$ cat config.mk
export PLATFORM = sky130hd
export DESIGN_NAME = pid_step_with_integral_clamp_core
export DESIGN_NICKNAME = d
export VERILOG_FILES = /design/src/design/pidic_pkg.sv /design/src/design/pid_step_with_integral_clamp_core.sv
export SDC_FILE = /design/constraint.sdc
export NUM_CORES = 2
export LEC_CHECK = 0
export BUFFER_PORTS_ARGS = -buffer_cell sky130_fd_sc_hd__buf_2
export CAP_MARGIN = 20
export CORE_MARGIN = 2
export CORE_UTILIZATION = 40
export CTS_CLUSTER_SIZE = 30
export DETAILED_ROUTE_END_ITERATION = 7
export PLACE_DENSITY_LB_ADDON = 0.25
export SYNTH_ARGS = -nofsm -noshare
export SYNTH_HDL_FRONTEND = slang
export SYNTH_SLANG_ARGS = --single-unit
$ cat constraint.sdc
create_clock -name clk -period 21.6 [get_ports clk]
set_input_delay 1.08 -clock clk [delete_from_list [all_inputs] [get_ports clk]]
set_output_delay 1.08 -clock clk [all_outputs]
set_load 0.05 [all_outputs]
$ cat src/design/pidic_pkg.sv
package pidic_pkg;

    // Field and register widths.
    localparam int unsigned DATA_W  = 32;
    localparam int unsigned STEP_W  = 16;
    localparam int unsigned LIMIT_W = 31;
    localparam int unsigned INDEX_W = 2;

    // Width of the shared multiplier operands and product.
    localparam int unsigned MUL_W  = DATA_W + 1;
    localparam int unsigned PROD_W = 2 * MUL_W;

    // Drive accumulator width: P and I terms reach 2^46, the D term 2^48.
    localparam int unsigned SUM_W = 52;

    // Dividend width for the D term divide and the number of division cycles
    // (two quotient bits per cycle).
    localparam int unsigned DVD_W     = 64;
    localparam int unsigned DIV_STEPS = DVD_W / 2;
    localparam int unsigned DIV_CNT_W = $clog2(DIV_STEPS);

    // Register indexes on the configuration port.
    localparam logic [INDEX_W-1:0] REG_P_GAIN         = 2'd0;
    localparam logic [INDEX_W-1:0] REG_I_GAIN         = 2'd1;
    localparam logic [INDEX_W-1:0] REG_D_GAIN         = 2'd2;
    localparam logic [INDEX_W-1:0] REG_INTEGRAL_LIMIT = 2'd3;

    // Integral limit after reset: 1000.0 in Q16.16.
    localparam logic [LIMIT_W-1:0] LIMIT_RESET = 31'd65536000;

    // Bound on the D term magnitude, 2^48.
    localparam logic [DVD_W-1:0] DTERM_BOUND = 64'h0001_0000_0000_0000;

    // Drive saturation bounds at accumulator width.
    localparam logic signed [SUM_W-1:0] DRIVE_MAX = 52'sh0_0000_7FFF_FFFF;
    localparam logic signed [SUM_W-1:0] DRIVE_MIN = -52'sh0_0000_8000_0000;

    typedef logic signed [DATA_W-1:0] q16_t;

endpackage

$ cat src/design/pid_step_with_integral_clamp_core.sv
// Channel   Handshake                 Beat contents
// -------   -----------------------   ---------------------------------------
// input     in_valid / in_stall       time_step, error_sample
// output    out_valid / out_stall     drive, drive_saturated
// config    cfg_wr_en (no handshake)  cfg_index, cfg_data
//
// One input beat occupies the block from acceptance until in_stall falls again;
// a zero time_step skips the derivative divide, a restoring divider that
// retires two quotient bits per cycle over a 64-bit dividend. The four
// products share one 33 x 33 multiplier.
// Reset is asynchronous and active low; it restores the gains, the limit,
// the integral and the last error. The result sits in an output register, so a
// stalled output holds only the final step of the next beat, not its intake.
module pid_step_with_integral_clamp_core
    import pidic_pkg::*;
(
    input  logic                      clk,
    input  logic                      rst_n,
    // Input channel
    input  logic                      in_valid,
    output logic                      in_stall,
    input  logic [STEP_W-1:0]         time_step,
    input  logic signed [DATA_W-1:0]  error_sample,
    // Output channel
    output logic                      out_valid,
    input  logic                      out_stall,
    output logic signed [DATA_W-1:0]  drive,
    output logic                      drive_saturated,
    // Configuration write port
    input  logic                      cfg_wr_en,
    input  logic [INDEX_W-1:0]        cfg_index,
    input  logic [DATA_W-1:0]         cfg_data
);

    // Sequencer states. INTEG, PTERM and ITERM each consume the product that
    // the previous state launched and launch the next one.
    localparam logic [2:0] ST_IDLE  = 3'd0;
    localparam logic [2:0] ST_MSTEP = 3'd1; // launch error * step
    localparam logic [2:0] ST_INTEG = 3'd2; // clamp integral; launch P product
    localparam logic [2:0] ST_PTERM = 3'd3; // take P term; launch I product
    localparam logic [2:0] ST_ITERM = 3'd4; // take I term; launch D product
    localparam logic [2:0] ST_DLOAD = 3'd5; // load divider with |D product|
    localparam logic [2:0] ST_DIV   = 3'd6; // two quotient bits per cycle
    localparam logic [2:0] ST_FIN   = 3'd7; // add D term, saturate, present

    logic [2:0]               state_reg, state_next;

    // Configuration and controller state.
    q16_t                     p_gain_reg, i_gain_reg, d_gain_reg;
    logic [LIMIT_W-1:0]       limit_reg;
    q16_t                     integral_reg, integral_next;
    q16_t                     last_error_reg;

    // Captured beat.
    logic [STEP_W-1:0]        step_reg;
    q16_t                     err_reg;

    // Shared multiplier.
    logic signed [MUL_W-1:0]  mul_a, mul_b;
    logic signed [PROD_W-1:0] prod_reg;

    // Divider: the dividend register shifts left and collects the quotient.
    logic [DVD_W-1:0]         dvd_reg, dvd_next;
    logic [STEP_W-1:0]        rem_reg, rem_next;
    logic [DIV_CNT_W-1:0]     div_cnt_reg, div_cnt_next;
    logic                     dneg_reg, dneg_next;

    // Drive accumulator.
    logic signed [SUM_W-1:0]  sum_reg, sum_next;

    // Output register.
    logic                     out_valid_reg, out_valid_next;
    q16_t                     drive_reg, drive_next;
    logic                     sat_reg, sat_next;

    // Combinational helpers.
    logic signed [DATA_W:0]   step_term;
    logic signed [DATA_W+1:0] integ_raw, lim_pos, lim_neg;
    logic signed [SUM_W-1:0]  prod_term;
    logic [PROD_W-1:0]        prod_mag;
    logic [STEP_W:0]          div_r1, div_r2, div_r1_sub, div_r2_sub;
    logic                     div_q1, div_q2;
    logic [STEP_W:0]          div_rem1;
    logic [DVD_W-1:0]         dmag;
    logic signed [SUM_W-1:0]  dterm, total;
    logic                     fin_go;

    assign in_stall        = (state_reg != ST_IDLE);
    assign out_valid       = out_valid_reg;
    assign drive           = drive_reg;
    assign drive_saturated = sat_reg;

    // Operand selection for the shared multiplier.
    always_comb
    begin
        mul_a = '0;
        mul_b = '0;
        case (state_reg)
            ST_MSTEP:
            begin
                mul_a = MUL_W'(err_reg);
                mul_b = $signed({{(MUL_W-STEP_W){1'b0}}, step_reg});
            end
            ST_INTEG:
            begin
                mul_a = MUL_W'(p_gain_reg);
                mul_b = MUL_W'(err_reg);
            end
            ST_PTERM:
            begin
                mul_a = MUL_W'(i_gain_reg);
                mul_b = MUL_W'(integral_reg);
            end
            ST_ITERM:
            begin
                // Change in error since the previous beat, 33 bits signed.
                mul_a = MUL_W'(d_gain_reg);
                mul_b = MUL_W'(err_reg) - MUL_W'(last_error_reg);
            end
            default:
            begin
                mul_a = '0;
                mul_b = '0;
            end
        endcase
    end

    // Integral update: add floor(error * step / 2^16) and clamp to the limit.
    // The product is below 2^47 in magnitude, so bits 48:16 hold the term.
    always_comb
    begin
        step_term = prod_reg[48:16];
        integ_raw = (DATA_W+2)'(integral_reg) + (DATA_W+2)'(step_term);
        lim_pos   = $signed({3'b000, limit_reg});
        lim_neg   = -lim_pos;
        if (integ_raw > lim_pos)
        begin
            integral_next = DATA_W'(lim_pos);
        end
        else if (integ_raw < lim_neg)
        begin
            integral_next = DATA_W'(lim_neg);
        end
        else
        begin
            integral_next = DATA_W'(integ_raw);
        end
    end

    // P and I products are 32 x 32 and fit 64 bits; the arithmetic shift by 16
    // gives the floor that the Q16.16 rescale needs.
    assign prod_term = SUM_W'($signed(prod_reg[63:16]));

    // Magnitude of the D product; it is below 2^63.
    assign prod_mag = prod_reg[PROD_W-1] ? PROD_W'(-prod_reg) : PROD_W'(prod_reg);

    // Two restoring division steps per cycle.
    always_comb
    begin
        div_r1     = {rem_reg, dvd_reg[DVD_W-1]};
        div_r1_sub = div_r1 - {1'b0, step_reg};
        div_q1     = (div_r1 >= {1'b0, step_reg});
        div_rem1   = div_q1 ? div_r1_sub : div_r1;
        div_r2     = {div_rem1[STEP_W-1:0], dvd_reg[DVD_W-2]};
        div_r2_sub = div_r2 - {1'b0, step_reg};
        div_q2     = (div_r2 >= {1'b0, step_reg});
    end

    // D term: clamp the quotient to 2^48 and restore the sign.
    always_comb
    begin
        dmag  = (dvd_reg > DTERM_BOUND) ? DTERM_BOUND : dvd_reg;
        dterm = dneg_reg ? -$signed(SUM_W'(dmag[48:0])) : $signed(SUM_W'(dmag[48:0]));
        total = sum_reg + dterm;
    end

    // A finished result may leave only when the output register is free.
    assign fin_go = !out_valid_reg || !out_stall;

    // Sequencer.
    always_comb
    begin
        state_next     = state_reg;
        dvd_next       = dvd_reg;
        rem_next       = rem_reg;
        div_cnt_next   = div_cnt_reg;
        dneg_next      = dneg_reg;
        sum_next       = sum_reg;
        out_valid_next = out_valid_reg && out_stall;
        drive_next     = drive_reg;
        sat_next       = sat_reg;
        case (state_reg)
            ST_IDLE:
            begin
                if (in_valid)
                begin
                    state_next = ST_MSTEP;
                end
            end
            ST_MSTEP:
            begin
                state_next = ST_INTEG;
            end
            ST_INTEG:
            begin
                state_next = ST_PTERM;
            end
            ST_PTERM:
            begin
                sum_next   = prod_term;
                state_next = ST_ITERM;
            end
            ST_ITERM:
            begin
                sum_next   = sum_reg + prod_term;
                state_next = ST_DLOAD;
            end
            ST_DLOAD:
            begin
                rem_next     = '0;
                div_cnt_next = '0;
                dneg_next    = prod_reg[PROD_W-1];
                if (step_reg == '0)
                begin
                    // A zero step gives no D term.
                    dvd_next   = '0;
                    state_next = ST_FIN;
                end
                else
                begin
                    dvd_next   = prod_mag[DVD_W-1:0];
                    state_next = ST_DIV;
                end
            end
            ST_DIV:
            begin
                rem_next     = div_q2 ? div_r2_sub[STEP_W-1:0] : div_r2[STEP_W-1:0];
                dvd_next     = {dvd_reg[DVD_W-3:0], div_q1, div_q2};
                div_cnt_next = div_cnt_reg + 1'b1;
                if (div_cnt_reg == DIV_CNT_W'(DIV_STEPS - 1))
                begin
                    state_next = ST_FIN;
                end
            end
            ST_FIN:
            begin
                if (fin_go)
                begin
                    out_valid_next = 1'b1;
                    if (total > DRIVE_MAX)
                    begin
                        drive_next = DATA_W'(DRIVE_MAX);
                        sat_next   = 1'b1;
                    end
                    else if (total < DRIVE_MIN)
                    begin
                        drive_next = DATA_W'(DRIVE_MIN);
                        sat_next   = 1'b1;
                    end
                    else
                    begin
                        drive_next = DATA_W'(total);
                        sat_next   = 1'b0;
                    end
                    state_next = ST_IDLE;
                end
            end
            default:
            begin
                state_next = ST_IDLE;
            end
        endcase
    end

    // Control and controller state.
    always_ff @(posedge clk or negedge rst_n)
    begin
        if (!rst_n)
        begin
            state_reg      <= ST_IDLE;
            out_valid_reg  <= 1'b0;
            div_cnt_reg    <= '0;
            p_gain_reg     <= '0;
            i_gain_reg     <= '0;
            d_gain_reg     <= '0;
            limit_reg      <= LIMIT_RESET;
            integral_reg   <= '0;
            last_error_reg <= '0;
        end
        else
        begin
            state_reg     <= state_next;
            out_valid_reg <= out_valid_next;
            div_cnt_reg   <= div_cnt_next;
            if (cfg_wr_en)
            begin
                case (cfg_index)
                    REG_P_GAIN:         p_gain_reg <= $signed(cfg_data);
                    REG_I_GAIN:         i_gain_reg <= $signed(cfg_data);
                    REG_D_GAIN:         d_gain_reg <= $signed(cfg_data);
                    REG_INTEGRAL_LIMIT: limit_reg  <= cfg_data[LIMIT_W-1:0];
                    default:            ;
                endcase
            end
            if (state_reg == ST_INTEG)
            begin
                integral_reg <= integral_next;
            end
            if (state_reg == ST_FIN && fin_go)
            begin
                last_error_reg <= err_reg;
            end
        end
    end

    // Datapath registers.
    always_ff @(posedge clk)
    begin
        if (state_reg == ST_IDLE && in_valid)
        begin
            step_reg <= time_step;
            err_reg  <= error_sample;
        end
        prod_reg  <= mul_a * mul_b;
        dvd_reg   <= dvd_next;
        rem_reg   <= rem_next;
        dneg_reg  <= dneg_next;
        sum_reg   <= sum_next;
        drive_reg <= drive_next;
        sat_reg   <= sat_next;
    end

    // A new result appears only out of the final step.
    a_out_from_fin: assert property (@(posedge clk) disable iff (!rst_n)
        $rose(out_valid_reg) |-> $past(state_reg == ST_FIN))
        else $error("result presented outside the final step");

    // The stored integral never exceeds the limit that clamped it.
    a_integral_bound: assert property (@(posedge clk) disable iff (!rst_n)
        (state_reg == ST_PTERM) |->
            ($signed({integral_reg[DATA_W-1], integral_reg}) <= $signed({2'b00, limit_reg}))
            && ($signed({integral_reg[DATA_W-1], integral_reg})
                >= -$signed({2'b00, limit_reg})))
        else $error("integral outside its limit");

    // A saturated drive sits at one of the two range ends.
    a_sat_extreme: assert property (@(posedge clk) disable iff (!rst_n)
        (out_valid_reg && sat_reg) |->
            (drive_reg == DATA_W'(DRIVE_MAX)) || (drive_reg == DATA_W'(DRIVE_MIN)))
        else $error("saturation flag without a clipped drive");

    // The divider runs its full count before the final step.
    a_div_count: assert property (@(posedge clk) disable iff (!rst_n)
        (state_reg == ST_FIN && $past(state_reg == ST_DIV)) |->
            (div_cnt_reg == '0))
        else $error("divider left before its last step");

endmodule
# Word level (Yosys, flattened, before mapping)
# Index checks and enable logic that the tools add are counted.
# W data, S select, Z words.
[classes]
n_eq_ne = 14
magnitude_cmp = 7
multipliers = 1
n_addsub = 10
reduce_logical = 18
n_mux = 23
[op_table]
columns = ["cell", "count"]
rows = [
  ["$pmux W33 S4", 2],
  ["$mux W64", 2],
  ["$pmux W64 S2", 1],
  ["$pmux W52 S2", 1],
  ["$mux W32", 3],
  ["$mul A33 B33 Y66", 1],
  ["$gt A64 B49 Y1 const B", 1],
  ["$neg A64 Y64", 1],
  ["$add A52 B48 Y52", 1],
  ["$add A52 B52 Y52", 1],
  ["$gt A52 B32 Y1 const B", 1],
  ["$lt A52 B32 Y1 const B", 1],
  ["$mux W52", 1],
  ["$neg A49 Y52", 1],
  ["$mux W49", 1],
  ["$add A32 B33 Y34", 1],
  ["$ge A17 B16 Y1", 2],
  ["$gt A34 B32 Y1", 1],
  ["$lt A34 B34 Y1", 1],
  ["$neg A31 Y34", 1],
  ["$sub A32 B32 Y33", 1],
  ["$mux W16", 2],
  ["$pmux W16 S2", 1],
  ["$sub A16 B16 Y16", 2],
  ["22 further kinds", 42],
]
[word_totals]
reg_bits = 480
input_bits = 87
elab_cells = 91

# Depth between registers and ports, before layout
[depth]
ltp_word = 7
depth_mapped = 42

# Worst setup path after synthesis
# No wires, ideal clock.
[synth_path]
kind = "flip-flop to flip-flop"
startpoint = "register err_reg[0]"
endpoint = "register prod_reg[65]"
t_arrival_ns = 9.791
path_buffers = 1
required_time_ns = 21.528
path_stages_with_launch = 40
path_slack_ns = 11.737
cell_sequence = "edfxtp_1 -> inv_1 -> ha_1 -> inv_1 -> fa_1 -> a21o_1 -> a21oi_1 -> o21bai_1 -> a21oi_1 -> o21bai_1 -> a21oi_1 -> o21bai_1 -> a21oi_1 -> xor2_1 -> o22ai_1 -> clkbuf_1 -> nand2_1 -> fa_1 -> [4 not listed] -> inv_1 -> fa_1 -> fa_1 -> fa_1 -> fa_1 -> inv_1 -> fa_1 -> inv_1 -> ha_1 -> and3_1 -> and2_1 -> a221oi_1 -> and3b_1 -> a211oi_1 -> a21oi_1 -> or4_1 -> a21oi_1 -> xnor2_1"
[synth_via]
elab_chain_len = 3
elab_cells_between_ends = 4
classes_between = "1 x add/sub; 1 x mul; 2 x mux"
[synth_rtl]
columns = ["element", "line", "source"]
rows = [
  ["from (decl)", "pid_step_with_integral_clamp_core.sv:56", "q16_t err_reg;"],
  ["from (signal assigned)", "pid_step_with_integral_clamp_core.sv:322", "err_reg <= error_sample;"],
  ["$sub A32 B32 Y33", "pid_step_with_integral_clamp_core.sv:118", "mul_b = MUL_W'(err_reg) - MUL_W'(last_error_reg);"],
  ["$pmux W33 S4", "pid_step_with_integral_clamp_core.sv:98", "case (state_reg)"],
  ["$mul A33 B33 Y66 (*)", "pid_step_with_integral_clamp_core.sv:324", "prod_reg <= mul_a * mul_b;"],
  ["to (signal assigned)", "pid_step_with_integral_clamp_core.sv:324", ""],
  ["to (decl)", "pid_step_with_integral_clamp_core.sv:60", "logic signed [PROD_W-1:0] prod_reg;"],
]
# Mark *: on every way between the ends. The rest lies on a longest branch, timed or not.
# A chain may end at the register's enable or synchronous reset.

# Worst setup path after layout
[layout_path]
startpoint = "register err_reg[0]"
endpoint = "register prod_reg[62]"
# Same word-level chain as after synthesis.

==> flow_summary_export.csv <==
group,metric,value,unit
outcome,run_status,"finished clean",
setup_path,path_max_fanout,21,
grt,grtUsageMet1,34.92,%
clock_network,clk_pin_slew_worst_paths,60,ps
route,drt_first_iter_violations,4570,
setup_path,reg2reg_depth,39,
setup_path,startpoint_type,"flop",
clock_network,clockBufferDepth,3,
synth,ys_seq_area_share,17.70,%
synth,async_reset_ff_share,41.75,%
synth,yosys.area.top_type,"fa_1",
setup_path,slowest_delay,790,ps
final_layout,register_area,12740,µm²
timing,hold_violations,0,
synth,syn_avg_cell_area,9.036,µm²
timing,relSlewSlack,12.26,%
grt,antenna_found_initial,25,
grt,grt_pass1_vias,60036,
die,die_h,428.2,µm
synth,synth_edf_count,214,
final_layout,nets,9609,
synth,synthFlopType,"edfxtp_1",
route,routed-via-count,58066,
setup_path,path_class,"reg -> reg",
timing,fmax,84.00,MHz
synth,synth_area,71990,µm²
timing,fin_crit_sh,55.11,%
setup_path,crit_arrival,12550,ps
timing,post-route-min-period,11900,ps
synth,synth_warnings,0,
synth,synth_cells,7967,
clock_network,cts_resized,0,
route,remaining_drc_errors,0,
clock_network,clock_latency,730,ps
final_layout,multiInputGateArea,53440,µm²
worst_hold_path,min_path_type,"in -> async",
clock_network,cts_tree,"done",
final_layout,final_common_cell,"inv_1",
synth,netlist.area_leader.share,31.37,%
synth,synth_cell_type_count,88,
setup_path,critPathRequiredTime,22240,ps
synth,synth_seq_cells,479,
timing,finalSetupViolCount,0,
timing,maxSlewViolCount,0,
final_layout,final_area,77830,µm²
timing,fin_setup_tns,0,ps
grt,busiest_layer,"met2",
die,die-area,183400,µm²
grt,gr-total-overflow,0,
final_layout,utilization,43.58,%
flow_run,drv_cap,0,
grt,grt_max_degree,98,
route,final_antenna_net_count,0,
setup_path,critPathCaptureType,"flop",
route,firstDrtPassIters,6,
clock_network,cts_root_buf,"clkbuf_16",
clock_network,holdBufCountCts,0,
final_layout,layout-drive-gt1-share,8.078,%
route,wl_per_cell,23.80,µm
final_layout,largest_reg_flops,65,
die,initial_core_util,40.30,%
die,core,178600,µm²
timing,final.setup_skew,41.99,ps
final_layout,mostFrequentLayoutCells,"1279 x inv_1, 1222 x nand2_1, 1128 x fa_1",
synth,syn_nets,9667,
placement,port_buffers,121,
final_layout,n_fill_cell,17372,
grt,grt_pass1_wl,375000,µm
grt,grt_util_met3,6.008,%
placement,gp_congestion,0.9512,
clock_network,h-tree-depth,2,
clock_network,cts_setup_buffers,0,
die,ioPinCount,122,
setup_path,crit_path_top_delay_cell,"o21a_1",
grt,use_met2,43.74,%
die,rows,155,
clock_network,cts_buffers,60,
placement,place_area,75540,µm²
timing,rsz0062_at_grt,"no",
clock_network,clock_sinks,479,
final_layout,area_growth,8.124,%
placement,dp_hpwl,192500,µm
setup_path,crit_top_cell,"fa_1",
die,die_x,428.2,µm
route,routed_wl,245900,µm
timing,tightest_slew,1316,ps
route,vias_per_cell,5.621,
grt,grt_use_total,26.93,%
synth,synth_area_leaders,"fa_1 31%, edfxtp_1 8.9%, ha_1 8.4%, dfrtp_1 6.7%, inv_1 6.7%",
[synth_stat cells (31+ instances only)]
library cell,instances
edfxtp_1,214
inv_1,1280
nor2b_1,43
buf_1,53
nor2_1,488
or3_1,62
dfrtp_1,194
fa_1,1128
a221oi_1,37
ha_1,485
o21bai_1,36
dfxtp_1,65
nand3_1,113
a21o_1,132
xor2_1,167
a21oi_1,295
a211oi_1,39
o31ai_1,44
and2_1,74
o21ai_0,341
a221o_1,33
mux2_2,154
o21a_1,43
nand4_1,54
mux2i_1,81
o221ai_1,34
nand2b_1,53
nor3_1,78
xnor2_1,182
a31oi_1,31
nand2_1,1222
clkbuf_1,308
[final cells by class]
type | instances | area share (%)
clock inverter | 43 | 0.8086
antenna | 15 | 0.04823
inverter | 1280 | 6.174
tap | 2355 | 3.786
clock buffer | 70 | 2.029
multi-input combinational | 5833 | 68.66
timing repair buffer | 255 | 2.120
sequential | 479 | 16.37
[logic make-up (layout without fill, tap and decap cells)]
group                    after synthesis  count (layout)  share of synthesized area, %
XOR/XNOR                             349             349                         4.246
flip-flops                           479             479                         17.70
other                                  0              15                             0
AO/OA/AOI/OAI                       1312            1312                         11.90
adder cells (fa/ha/maj)             1613            1613                         39.80
AND/OR/NAND/NOR                     2324            2324                         14.17
buffers and inverters               1655            1648                         8.654
multiplexers                         235             235                         3.535
[worst max-delay path: cells and delay by family (launching register included)]
kind / cells / cell delay, ps
xor gates and xnor gates: 2 / 280
DFF: 1 / 500
AOI/OAI and AO/OA: 16 / 5380
adders and majority gates: 11 / 4910
and+or+nand+nor: 2 / 250
buffers and inverters: 8 / 490
[metrics by stage]
step	hold slack, ps	std cells	worst slack, ps
3_5_place_dp	493.6	10198	9864
3_3_place_gp	487.6	10196	9662
6_report	438.2	10330	9695
2_1_floorplan	406.4	7967	11740
5_1_grt	469.1	10315	9148
4_1_cts	430.4	10311	9863
[path summary, 6_finish.rpt]
check,slack [ps],start,end
worst max-delay path,9700,err_reg[0],prod_reg[62]
worst min-delay path,440,rst_n,i_gain_reg[8]
worst max register to register,9700,err_reg[0],prod_reg[62]
worst min register to register,510,d_gain_reg[25],d_gain_reg[25]
max in group asynchronous,19730,rst_n,last_error_reg[31]
min in group clk,510,d_gain_reg[25],d_gain_reg[25]
[metal layers]
layer,vias to the layer above,share of wire (%),routed length [µm]
met1,29544,41,101300
li1,25834,-,-
met5,-,0.12,307
met2,2155,46,112800
met3,517,8.4,20600
met4,16,4.4,10800
Power is not shown: default switching activity piles up to over one toggle a cycle in this logic, so the estimate is an artifact.
